**src/sv/ita_pkg.sv**
```systemverilog
// Shared types, constants and the digit-to-ASCII helper of the integer to ASCII formatter.
// No dependencies; the formatter and its testbench import it.
package ita_pkg;

  typedef enum logic [2:0] {
    OP_SDEC32 = 3'd0,
    OP_UDEC32 = 3'd1,
    OP_LHEX32 = 3'd2,
    OP_UHEX32 = 3'd3,
    OP_LHEX64 = 3'd4
  } op_e;

  localparam int unsigned ValueW   = 64;
  localparam int unsigned WordW    = 32;
  localparam int unsigned NibW     = 4;
  localparam int unsigned BcdDigs  = 10;
  localparam int unsigned BcdW     = BcdDigs * NibW;
  localparam int unsigned Hex32Digs = WordW / NibW;
  localparam int unsigned Hex64Digs = ValueW / NibW;
  localparam int unsigned CntW     = 5;

  localparam logic [7:0] CharMinus = 8'h2D;
  localparam logic [7:0] CharZero  = 8'h30;
  localparam logic [7:0] CharLowA  = 8'h61;
  localparam logic [7:0] CharUpA   = 8'h41;
  localparam logic [NibW-1:0] Radix = NibW'(10);

  typedef logic [ValueW-1:0] digits_t;

  function automatic logic [7:0] nib_to_ascii(input logic [NibW-1:0] nib, input logic upper);
    logic [7:0] base;
    begin
      if (nib < Radix) begin
        nib_to_ascii = CharZero + {4'b0, nib};
      end else begin
        base = upper ? CharUpA : CharLowA;
        nib_to_ascii = base + {4'b0, nib - Radix};
      end
    end
  endfunction

endpackage

```
**src/sv/ita_if.sv**
```systemverilog
// Valid/ready channel interfaces of the integer to ASCII formatter.
// Depends on nothing but plain logic types.
interface ita_in_if;
  logic        valid;
  logic        ready;
  logic [2:0]  operation;
  logic [63:0] value;

  modport source (output valid, operation, value, input ready);
  modport sink   (input valid, operation, value, output ready);
endinterface

interface ita_out_if;
  logic       valid;
  logic       ready;
  logic [7:0] character;
  logic       last;

  modport source (output valid, character, last, input ready);
  modport sink   (input valid, character, last, output ready);
endinterface

```
**src/sv/integer_to_ascii_formatter.sv**
```systemverilog
// Integer to ASCII formatter: one number in, its decimal or hex characters out.
// Depends on ita_pkg and the channel interfaces in ita_if.sv.
//
//  channel  | dir | beat payload                | note
//  in_i     | in  | operation[2:0], value[63:0] | one number per beat
//  out_o    | out | character[7:0], last        | one character per beat
//
// Hex: after the accept, each digit position (8 or 16) in turn either skips a
// leading zero or sends a character; the last position is always sent.
// Decimal: after the accept, 32 steps of shift-and-add-3 in the shared BCD
// register, then a '-' if negative, then the 10 BCD digit positions as for hex.
// in_i.ready is high only while idle, where unused codes are dropped in the
// accept cycle; a stalled out_o holds its character. Reset returns to idle.
module integer_to_ascii_formatter
  import ita_pkg::*;
(
  input  logic clk_i,
  input  logic rst_ni,
  ita_in_if.sink    in_i,
  ita_out_if.source out_o
);

  localparam logic [1:0] ST_IDLE = 2'd0;
  localparam logic [1:0] ST_CONV = 2'd1;
  localparam logic [1:0] ST_SIGN = 2'd2;
  localparam logic [1:0] ST_EMIT = 2'd3;

  logic [1:0]       state_q, state_d;
  logic [CntW-1:0]  cnt_q, cnt_d;
  logic             started_q, started_d;
  logic             upper_q, upper_d;
  logic [WordW-1:0] bin_q, bin_d;
  digits_t          dig_q, dig_d;

  logic [WordW-1:0] low32;
  logic [WordW-1:0] mag;
  logic             is_neg;
  logic [BcdW-1:0]  bcd_adj;
  logic [BcdW-1:0]  bcd_shift;
  logic [NibW-1:0]  top_nib;
  logic             skip;
  logic             in_fire;
  logic             out_fire;

  assign low32   = in_i.value[WordW-1:0];
  assign is_neg  = (in_i.operation == OP_SDEC32) && low32[WordW-1];
  assign mag     = is_neg ? (~low32 + WordW'(1)) : low32;
  assign top_nib = dig_q[ValueW-1 -: NibW];

  // Shared shift-and-add-3 step: adjust every BCD digit, then shift one bit in.
  always_comb begin
    bcd_adj = dig_q[BcdW-1:0];
    for (int i = 0; i < BcdDigs; i++) begin
      if (bcd_adj[i*NibW +: NibW] >= NibW'(5)) begin
        bcd_adj[i*NibW +: NibW] = bcd_adj[i*NibW +: NibW] + NibW'(3);
      end
    end
    bcd_shift = {bcd_adj[BcdW-2:0], bin_q[WordW-1]};
  end

  assign skip = (state_q == ST_EMIT) && !started_q && (top_nib == '0) &&
                (cnt_q != CntW'(1));

  assign in_i.ready      = (state_q == ST_IDLE);
  assign out_o.valid     = (state_q == ST_SIGN) || ((state_q == ST_EMIT) && !skip);
  assign out_o.character = (state_q == ST_SIGN) ? CharMinus : nib_to_ascii(top_nib, upper_q);
  assign out_o.last      = (state_q == ST_EMIT) && (cnt_q == CntW'(1));

  assign in_fire  = in_i.valid && in_i.ready;
  assign out_fire = out_o.valid && out_o.ready;

  always_comb begin
    state_d   = state_q;
    cnt_d     = cnt_q;
    started_d = started_q;
    upper_d   = upper_q;
    bin_d     = bin_q;
    dig_d     = dig_q;
    unique case (state_q)
      ST_IDLE: begin
        if (in_fire) begin
          started_d = 1'b0;
          upper_d   = (in_i.operation == OP_UHEX32);
          bin_d     = mag;
          unique case (in_i.operation)
            OP_SDEC32, OP_UDEC32: begin
              dig_d   = '0;
              cnt_d   = CntW'(WordW - 1);
              state_d = ST_CONV;
              upper_d = is_neg; // remember the sign until conversion ends
            end
            OP_LHEX32, OP_UHEX32: begin
              dig_d   = {low32, {(ValueW-WordW){1'b0}}};
              cnt_d   = CntW'(Hex32Digs);
              state_d = ST_EMIT;
            end
            OP_LHEX64: begin
              dig_d   = in_i.value;
              cnt_d   = CntW'(Hex64Digs);
              state_d = ST_EMIT;
            end
            default: begin
              state_d = ST_IDLE; // drop unused codes
            end
          endcase
        end
      end
      ST_CONV: begin
        bin_d = {bin_q[WordW-2:0], 1'b0};
        if (cnt_q == '0) begin
          dig_d   = {bcd_shift, {(ValueW-BcdW){1'b0}}};
          cnt_d   = CntW'(BcdDigs);
          upper_d = 1'b0;
          state_d = upper_q ? ST_SIGN : ST_EMIT;
        end else begin
          dig_d = {{(ValueW-BcdW){1'b0}}, bcd_shift};
          cnt_d = cnt_q - CntW'(1);
        end
      end
      ST_SIGN: begin
        if (out_fire) begin
          state_d = ST_EMIT;
        end
      end
      ST_EMIT: begin
        if (skip || out_fire) begin
          dig_d = {dig_q[ValueW-NibW-1:0], {NibW{1'b0}}};
          cnt_d = cnt_q - CntW'(1);
          if (out_fire) begin
            started_d = 1'b1;
            if (cnt_q == CntW'(1)) begin
              state_d = ST_IDLE;
            end
          end
        end
      end
      default: state_d = ST_IDLE;
    endcase
  end

  always_ff @(posedge clk_i or negedge rst_ni) begin
    if (!rst_ni) begin
      state_q   <= ST_IDLE;
      cnt_q     <= '0;
      started_q <= 1'b0;
    end else begin
      state_q   <= state_d;
      cnt_q     <= cnt_d;
      started_q <= started_d;
    end
  end

  always_ff @(posedge clk_i) begin
    upper_q <= upper_d;
    bin_q   <= bin_d;
    dig_q   <= dig_d;
  end

  a_last_ends_item: assert property (@(posedge clk_i) disable iff (!rst_ni)
    (out_fire && out_o.last) |=> (state_q == ST_IDLE))
    else $error("sequencer not idle after last character");

  a_conv_silent: assert property (@(posedge clk_i) disable iff (!rst_ni)
    (state_q == ST_CONV) |-> !out_o.valid)
    else $error("character shown during conversion");

  a_bad_op_dropped: assert property (@(posedge clk_i) disable iff (!rst_ni)
    (in_fire && in_i.operation != OP_SDEC32 && in_i.operation != OP_UDEC32 &&
     in_i.operation != OP_LHEX32 && in_i.operation != OP_UHEX32 &&
     in_i.operation != OP_LHEX64) |=> (state_q == ST_IDLE))
    else $error("unused operation code not dropped");

  a_emit_count: assert property (@(posedge clk_i) disable iff (!rst_ni)
    (state_q == ST_EMIT) |-> (cnt_q != '0 && cnt_q <= CntW'(Hex64Digs)))
    else $error("digit count out of range while emitting");

  a_sign_then_digit: assert property (@(posedge clk_i) disable iff (!rst_ni)
    (state_q == ST_SIGN && out_fire) |=> (state_q == ST_EMIT && !started_q))
    else $error("sign not followed by digits");

endmodule

```
**src/flat_wrapper.sv**
```systemverilog
// flat-port wrapper written by rule: the top's interface ports become plain ports
module integer_to_ascii_formatter_flat import ita_pkg::*;
  (clk_i, rst_ni, in_i_valid, in_i_operation, in_i_value, in_i_ready, out_o_valid, out_o_character, out_o_last, out_o_ready);
  ita_in_if in_i_i ();
  ita_out_if out_o_i ();
  input  logic clk_i;
  input  logic rst_ni;
  input wire logic [$bits(in_i_i.valid)-1:0] in_i_valid;
  input wire logic [$bits(in_i_i.operation)-1:0] in_i_operation;
  input wire logic [$bits(in_i_i.value)-1:0] in_i_value;
  output wire logic [$bits(in_i_i.ready)-1:0] in_i_ready;
  output wire logic [$bits(out_o_i.valid)-1:0] out_o_valid;
  output wire logic [$bits(out_o_i.character)-1:0] out_o_character;
  output wire logic [$bits(out_o_i.last)-1:0] out_o_last;
  input wire logic [$bits(out_o_i.ready)-1:0] out_o_ready;
  assign in_i_i.valid = in_i_valid;
  assign in_i_i.operation = in_i_operation;
  assign in_i_i.value = in_i_value;
  assign in_i_ready = in_i_i.ready;
  assign out_o_valid = out_o_i.valid;
  assign out_o_character = out_o_i.character;
  assign out_o_last = out_o_i.last;
  assign out_o_i.ready = out_o_ready;
  integer_to_ascii_formatter u_core (.clk_i(clk_i), .rst_ni(rst_ni), .in_i(in_i_i), .out_o(out_o_i));
endmodule
```
**config.mk**
```make
export PLATFORM = sky130hd
export DESIGN_NAME = integer_to_ascii_formatter_flat
export DESIGN_NICKNAME = d
export VERILOG_FILES = /design/src/sv/ita_pkg.sv /design/src/sv/ita_if.sv /design/src/sv/integer_to_ascii_formatter.sv /design/src/flat_wrapper.sv
export SDC_FILE = /design/constraint.sdc
export NUM_CORES = 1
export LEC_CHECK = 0
export BUFFER_PORTS_ARGS = -buffer_cell sky130_fd_sc_hd__buf_2
export CORE_MARGIN = 2
export CORE_UTILIZATION = 45
export CTS_CLUSTER_SIZE = 10
export DETAILED_ROUTE_END_ITERATION = 8
export PLACE_DENSITY_LB_ADDON = 0.08
export RECOVER_POWER = 100
export REMOVE_ABC_BUFFERS = 1
export SLEW_MARGIN = 20
export SYNTH_ARGS = -nofsm -noshare
export SYNTH_HDL_FRONTEND = slang
export SYNTH_SLANG_ARGS = --single-unit
```
**constraint.sdc**
```tcl
create_clock -name clk_i -period 4.9 [get_ports clk_i]
set_clock_uncertainty 0.1 [all_clocks]
set_input_delay 0.735 -clock clk_i [delete_from_list [all_inputs] [get_ports clk_i]]
set_output_delay 0.735 -clock clk_i [all_outputs]
set_load 0.01 [all_outputs]
```
### Word-level counts from Yosys, hierarchy flattened

Index checks and enable logic that the tools add are counted.

* $add $sub $neg: 15
* order comparisons: 11
* equal/unequal tests: 16
* mux-type cells: 43
* bitwise gates (word level): 1
* reductions and logical operators: 27

Operators by type and width (number)
* $pmux W64 S3: 2
* $mux W64: 3
* $mux W32: 2
* $pmux W32 S2: 1
* $ge A4 B3 Y1 const B: 10
* $add A4 B2 Y4 const B: 9
* $mux W4: 9
* $add A32 B1 Y32 const B: 1
* $not A32 Y32: 1
* $pmux W5 S3: 2
* $mux W8: 2
* $mux W5: 3
* $mux W2: 6
* $add A8 B4 Y8: 1
* $logic_and A1 B1 Y1: 8
* $pmux W2 S4: 1
* $reduce_and A4 Y1: 2
* $add A6 B4 Y7 const A: 1
* $mux W1: 7
* $eq A3 B2 Y1 const B: 2
* $mux W6: 1
* $ne A2 B1 Y1 const B: 3
* $ne A2 B2 Y1 const B: 3
* $reduce_and A6 Y1: 1
* 26 further kinds: 32

* bits in registers: 105
* bits of input ports: 71
* word-level logic and storage cells: 119

### Depth between registers and ports, before layout

Gate-level depths: netlist of run 1.

* depth after elaboration: 11
* depth in mapped cells: 8
* depth with buffers taken out: 6

### Least setup slack after synthesis of run 1

OpenSTA, ideal clock, no wires.

* path type: register to register
* start: reg u_core.state_q[1]
* end: reg u_core.upper_q (enable)
* arrival: 3922 ps
* setup slack: 576 ps
* cell stages (with the launch flop): 8
* buffers on the path: 2
* path through: dfrtp_1 -> inv_1 -> ha_1 -> clkbuf_1 -> inv_1 -> clkbuf_1 -> o21ai_0 -> and2_1

* word-level cells in the longest chain between the ends: 4
* elaborated cells on any way between the ends: 7
* those cells by class: eq/ne (3); reduce/logical (4)

RTL lines
* from (decl): line integer_to_ascii_formatter.sv:28 `logic [1:0] state_q, state_d;`
* from (signal assigned): line integer_to_ascii_formatter.sv:147 `state_q <= state_d;`
* $logic_not A2 Y1: line integer_to_ascii_formatter.sv:64, integer_to_ascii_formatter.sv:79
* $logic_and A1 B1 Y1: line integer_to_ascii_formatter.sv:69 `assign in_fire = in_i.valid && in_i.ready;`
* $ne A2 B2 Y1 (no source line)
* $reduce_and A3 Y1 (no source line) (*)
* to (signal assigned): line integer_to_ascii_formatter.sv:154 `upper_q <= upper_d;`
* to (decl): line integer_to_ascii_formatter.sv:31 `logic upper_q, upper_d;`

Every way passes the cells marked *; elsewhere a longest branch is shown, timed or not.
A chain may end at the register's enable or synchronous reset.

### Worst setup path after layout of run 1

* start: reg u_core.dig_q[61]
* end: reg u_core.dig_q[8] (enable)

* word-level cells in the longest chain between the ends: 10

RTL lines
* from (decl): line integer_to_ascii_formatter.sv:33 `digits_t dig_q, dig_d;`
* from (signal assigned): line integer_to_ascii_formatter.sv:156 `dig_q <= dig_d;`
* $logic_not A4 Y1 (*): line integer_to_ascii_formatter.sv:61 `assign skip = (state_q == ST_EMIT) && !started_q && (top_nib == '0) &&`
* $logic_and A1 B1 Y1 (*) (2 in a row): line integer_to_ascii_formatter.sv:61
* $logic_not A1 Y1: line integer_to_ascii_formatter.sv:65 `assign out_o.valid = (state_q == ST_SIGN) || ((state_q == ST_EMIT) && !skip);`
* $logic_and A1 B1 Y1: line integer_to_ascii_formatter.sv:65
* $logic_or A1 B1 Y1: line integer_to_ascii_formatter.sv:65
* $logic_and A1 B1 Y1: line integer_to_ascii_formatter.sv:70 `assign out_fire = out_o.valid && out_o.ready;`
* $logic_or A1 B1 Y1 (*): line integer_to_ascii_formatter.sv:126 `if (skip || out_fire) begin`
* $ne A2 B2 Y1 (no source line) (*)
* $reduce_and A4 Y1 (no source line) (*)

Marks and branches as above.

==> flow_summary.yaml, run 1 <==
run_status:
  outcome: "complete, but fails checks"
  violations: "max-capacitance violations, max-slew violations"
global_routing:
  grt_pass1_wl_mm: 34.7
  antenna_found_initial: 0
  grt_max_degree: 66
  overflow: 0
  grt_pass1_vias: 6230
  track_usage_pct: 26.9
worst_setup_path:
  crit_fanout: 32
  critical_path_class: "reg2reg"
  critical-path-max-stage-delay_ps: 810
  cp.arrival_ps: 3780
  endpoint_kind: "flip-flop"
  path_cells: "inv_1 > ha_1 > or4b_2 > o21ai_0 > o21a_1 > clkbuf_2"
  crit_path_top_delay_cell: "o21a_1"
  cp.required_ps: 4780
  cp-start-kind: "flip-flop"
  ff2ff_setup_slack_ps: 1000
placed_design:
  port_buffers: 80
  hpwl_mm: 16.4
  placed_cells: 998
  post-place-ws_ps: 1550
  place_congestion: 0.898
pwr:
  ir_worst_vdd_v: 0.000302
  power_density_nw_per_um2: 671
  power.internal_mw: 3.12
  seq_power_share_pct: 37.8
  leakage_nw: 2.87
  share_comb_of_total_power_pct: 47.5
  p_switching_mw: 2.28
  clockPowerShare_pct: 14.7
  swShare_pct: 42.2
clock_network:
  postCtsResizedCells: 0
  cts_root_buffer: "clkbuf_16"
  ctsHoldBuffers: 0
  cts_tree: "yes"
  htreeDepth: 3
  cts_buffer_depth: 2
  clkLatencyLatePin_ps: 360
  post_cts_buffers: 0
  cts_sinks: 105
  numCtsBuffers: 9
  cts.clk_slew.worst_paths_ps: 70
sta:
  fmax_ghz: 0.256
  layout_worst_path_cycle_share_pct: 79.6
  worst_pin_slew_ps: 1980
  finalHoldViolations: 0
  maxSlewViolCount: 34
  fin_ws_ps: 1000
  slew_headroom_pct: -31.9
  period_minus_slack_ps: 3900
  grt_setup_unrepaired: "false"
  setup_viol: 0
yosys:
  synth.ff_latch_count: 105
  yosysTopAreaCell: "edfxtp_1"
  syn-cell-area_um2: 7210
  synth_fa_ha_area_share_pct: 5.38
  synth_cell_type_count: 63
  synth-compound-area-share_pct: 23.8
  synth-main-ff-cell: "edfxtp_1"
  syn_avg_cell_area_um2: 9.78
  synth_edf_count: 97
  synthArstFlopShare_pct: 7.62
  synth-simple-area-share_pct: 17.3
  seq_area_frac_synth_pct: 43.1
  synth_common_cells: "edfxtp_1, o21ai_0, nand2_1"
  ys_top_cells_by_area: "edfxtp_1, ha_1, o21ai_0, a222oi_1, nand2_1"
  synthCells: 738
  yosysWarnings: 0
  synth_xor_area_share_pct: 2.67
  synth_top_cell_area_share_pct: 40.4
  yosys.cell_count.top_type: "edfxtp_1"
  synth_top_family_by_area: "compound AO/OA/AOI/OAI gates"
  synthMuxAreaShare_pct: 3.09
floorplanning:
  boundaryPins: 82
  start_util_pct: 45.7
  coreArea_um2: 15800
  die_h_um: 131
  std_cell_rows: 46
  dieArea_um2: 17100
  chipWidth_um: 131
cells_and_area:
  fillers: 1559
  drive_gt1_share_pct: 14.4
  nets: 895
  fin_cells: 1014
  syn_to_final_growth_pct: 11.6
  antennaDiodeCount: 0
route:
  post_drt_wl_per_cell_um: 22.6
  drcViolationCount: 0
  vias: 6543
  wl_mm: 22.9
  ant_nets: 0
  first_pass_iters: 7
  drtIter0Drc: 812
  vias_per_cell: 6.45
flow_run:
  maxCapViolCount: 1
min_path:
  hp-class: "in2async"
-- sequential cells by signal, indices dropped and copies added, names as in the netlist --
signal / count
u_core.bin_q: 32
u_core.cnt_q: 5
u_core.dig_q: 64
u_core.started_q: 1
u_core.state_q: 2
u_core.upper_q: 1
-- kinds of logic after synthesis --
logic type,count (synthesis)
buffers and inverters,85
adder cells (fa/ha/maj),31
multiplexers,20
XOR/XNOR,22
AND/OR/NAND/NOR,230
flip-flops,105
AO/OA/AOI/OAI,244
other,1
-- worst max-delay path: cells and delay by family (launching register included) --
kind,cells,cell delay (ps)
AO/OA/AOI/OAI,2,1320
buffers and inverters,2,950
AND/OR/NAND/NOR,1,570
flip-flops,1,420
adder cells (fa/ha/maj),1,150
-- per-layer routing --
| layer | wire [µm] | track usage, % |
|---|---|---|
| met4 | 316 | 6.32 |
| met3 | 1670 | 4.72 |
| met2 | 11400 | 46.3 |
| met5 | 0 | 0 |
| met1 | 9550 | 35.7 |
-- power by group through the flow --
stage	logic (mW)	registers (mW)	clock network, mW
5_1_grt	2.84	2.09	0.833
3_3_place_gp	2.50	2.02	0
2_1_floorplan	1.83	1.94	0
4_1_cts	2.59	2.02	0.808
6_report	2.57	2.04	0.795
3_5_place_dp	2.58	2.03	0
-- cell usage in the layout, fill, tap and decap left out, types with 8 or more instances in the layout --
cell       Yosys  layout
dfrtp_1        8       8
a22oi_1       26      26
a21oi_1       36      36
buf_2          3      66
nor2_1        30      30
o211ai_1      19      19
or4_1          8       9
ha_1          31      30
nor2b_1       10      10
a211oi_1       8       8
nor3_1        21      20
or3_1          8       8
o221ai_1      10      10
mux2_2        18      18
nor3b_1       19      19
a222oi_1      27      27
xnor2_1       16      16
inv_1         36      36
clkbuf_1      39      20
nand3_1       22      22
edfxtp_1      97      97
nand2b_1      17      17
o21ai_0       65      65
nand2_1       63      63
clkbuf_16      0       9
-- metrics by stage --
stage / area [µm²] / total power, mW / util, % / setup TNS (ps) / hold slack (ps)
5_1_grt: 8050 / 5.76 / 51.1 / 0 / 223
4_1_cts: 8120 / 5.42 / 51.5 / 0 / 107
3_5_place_dp: 7810 / 4.62 / 49.5 / 0 / 415
3_3_place_gp: 7810 / 4.53 / 49.5 / 0 / 410
6_report: 8050 / 5.41 / 51.1 / 0 / 190
2_1_floorplan: 7020 / 3.77 / - / -47030 / 339
-- layout make-up --
class	count	area, µm²	area share (%)
timing repair buffer	93	459	5.70
sequential	105	3110	38.7
clock inverter	6	82.6	1.03
clock buffer	10	229	2.84
inverter	36	135	1.68
tap	216	270	3.36
multi-input combinational	548	3760	46.7
-- path summary, 6_finish.rpt --
check                                 start                 to  cells past startpoint
setup / recovery           u_core.dig_q[61]    u_core.dig_q[8]                      6
hold / removal                       rst_ni  u_core.state_q[1]                      1
setup reg to reg           u_core.dig_q[61]    u_core.dig_q[8]                      6
hold reg to reg            u_core.bin_q[10]   u_core.bin_q[11]                      2
max in group asynchronous            rst_ni   u_core.started_q                      1
min in group clk_i         u_core.bin_q[10]   u_core.bin_q[11]                      2
No activity file was read; power rests on OpenSTA's default activity.
==> run 2, diff against run 1 <==
==> constraint.sdc (replaced) <==
create_clock -name clk_i -period 3.8 [get_ports clk_i]
set_clock_uncertainty 0.1 [all_clocks]
set_input_delay 0.57 -clock clk_i [delete_from_list [all_inputs] [get_ports clk_i]]
set_output_delay 0.57 -clock clk_i [all_outputs]
set_load 0.01 [all_outputs]
==> run 2 against run 1 <==
Net effect:
- the run now ends clean
- register-to-register slack got worse by 400 ps
- worst setup slack got worse by 400 ps
- cell count rose by 0.59%
- core utilization rose by 0.43 points
- routed wire length rose by 0.18%
- clock power rose by 22%
- critical path depth fell by 1
- first-iteration DRC count fell by 20%
- combinational power rose by 31%
- sequential share of layout area fell by 0.32 points
- sequential power rose by 28%
- highest routed layer unchanged
==> flow_summary.yaml, run 2 (same netlist as run 1, synthesis figures left out) <==
worst_setup_path:
  critical_path_class: "reg2reg"
  crit_buf_inv: 2
  crit_path_top_delay_cell: "nand2_1"
  timing.rr.start: "u_core.state_q[1]"
  critical-path-max-stage-delay_ps: 810
  path_cells: "inv_1 > ha_1 > nand2_1 > clkbuf_1 > o21ai_0"
  cp.arrival_ps: 3270
  crit_family: "simple AND/OR/NAND/NOR gates"
  cp.required_ps: 3870
  endpoint_kind: "flip-flop"
  crit_fanout: 24
  crit_path_start: "u_core.state_q[1]"
  cp-start-kind: "flip-flop"
cells_and_area:
  antennaDiodeCount: 0
  nets: 901
  fin_util_pct: 51.5
  largest_reg_flops: 64
  final_cell_mix: "edfxtp_1, buf_2, o21ai_0"
  design_area_um2: 8120
  syn_to_final_growth_pct: 12.6
  reg_top3: "u_core.dig_q x64, u_core.bin_q x32, u_core.cnt_q x5"
  drive_gt1_share_pct: 15.5
  layout_commonest_cell: "edfxtp_1"
  regMostFlops: "u_core.dig_q"
global_routing:
  antenna_found_initial: 0
  grt_pass1_wl_mm: 35.1
  overflow: 0
  grt_max_degree: 70
  track_usage_pct: 27.2
  grt_pass1_vias: 6302
floorplanning:
  coreArea_um2: 15800
  dieArea_um2: 17100
  std_cell_rows: 46
  start_util_pct: 45.7
  chipWidth_um: 131
  boundaryPins: 82
  die_h_um: 131
placed_design:
  hpwl_mm: 16.3
  port_buffers: 80
  place_congestion: 0.882
  placed_area_um2: 7890
sta:
  slew_headroom_pct: 23.3
  worst_pin_slew_ps: 1150
  finalHoldViolations: 0
  period_minus_slack_ps: 3200
  layout_worst_path_cycle_share_pct: 84.3
  fmax_ghz: 0.312
  setup_viol: 0
  maxSlewViolCount: 0
  grt_setup_unrepaired: "false"
flow_run:
  maxCapViolCount: 0
clock_network:
  htreeDepth: 3
  cts_tree: "yes"
  cts_sinks: 105
  cts_buffer_depth: 2
  post_cts_buffers: 0
  cts.clk_slew.worst_paths_ps: 80
  cts_root_buffer: "clkbuf_16"
  numCtsBuffers: 9
  clkLatencyLatePin_ps: 360
route:
  vias_per_cell: 6.46
  vias: 6592
  drcViolationCount: 0
  first_pass_iters: 6
  ant_nets: 0
  post_drt_wl_per_cell_um: 22.5
  drtIter0Drc: 653
  wl_mm: 23.0
min_path:
  min-delay-start: "in_i_value[63]"
  hp-class: "in2reg"
pwr:
  ir_worst_vdd_v: 0.000565
  leakage_nw: 2.91
  power_density_nw_per_um2: 857
run_status:
  outcome: "finished clean"
-- run 2: cell types whose count changed in the layout (fill, tap and decap cells not counted), sizes merged --
cell	change
clkinvlp	-1
inv	+1
clkbuf	-1
bufinv	-1
clkinv	+2
buf	+5
dlygate4sd3	+1
-- run 2: layout make-up --
| class | count | area [µm²] |
|---|---|---|
| repair buffers | 99 | 529 |
| fillers | 1525 | 7650 |
| clock inverters | 7 | 68.8 |
| well taps | 216 | 270 |
| inverters | 36 | 135 |
| flip-flops and latches | 105 | 3110 |
| clock buffers | 9 | 225 |
| multi-input cells | 548 | 3780 |
-- run 2: power breakdown --
part           internal, mW  total, mW  switching (mW)  leakage (nW)
registers              2.20       2.62           0.424          1.07
logic                  1.27       3.37            2.09          1.70
clock network         0.511      0.971           0.459         0.143
total                  3.99       6.96            2.97          2.91
-- run 2: what timing repair did --
action	in CTS	in global routing
setup endpoints to repair	0	0
hold endpoints to repair	8	0
gates resized for setup	0	0
hold buffers	1	0
-- run 2: worst register-to-register path: cells and delay by family (launching register included) --
kind	cells	cell delay, ps
compound gates	1	330
fa+ha+maj	1	770
buf+inv	2	590
flops	1	400
simple gates	1	810
-- run 2: worst paths after layout --
path	to	slack, ps	cells past startpoint
worst min register to register	u_core.bin_q[12]	430	2
min in group asynchronous	u_core.cnt_q[1]	610	2
max in group asynchronous	u_core.state_q[1]	2610	2
worst max register to register	u_core.dig_q[53]	600	5
worst min-delay path	u_core.dig_q[63]	410	3
worst max-delay path	u_core.dig_q[53]	600	5
-- run 2: routing by layer --
metal	vias up	global-route usage, %	share of wire (%)
li1	3019	-	-
met1	3281	35.7	42
met2	262	46.2	49
met3	30	5.62	7.2
met4	0	7.01	1.9
met5	-	0	0
-- run 2: per-stage QoR --
step / std cells / worst slack (ps) / hold WS, ps / power, mW / setup TNS [ps]
after global placement: 1003 / 638 / 335 / 5.92 / 0
final: 1020 / 598 / 412 / 6.96 / 0
after detailed placement: 1003 / 592 / 338 / 6.04 / 0
after floorplan: 689 / -1840 / 174 / 4.87 / -157560
after global routing: 1020 / 431 / 417 / 7.44 / 0
after CTS: 1020 / 834 / 399 / 7.02 / 0
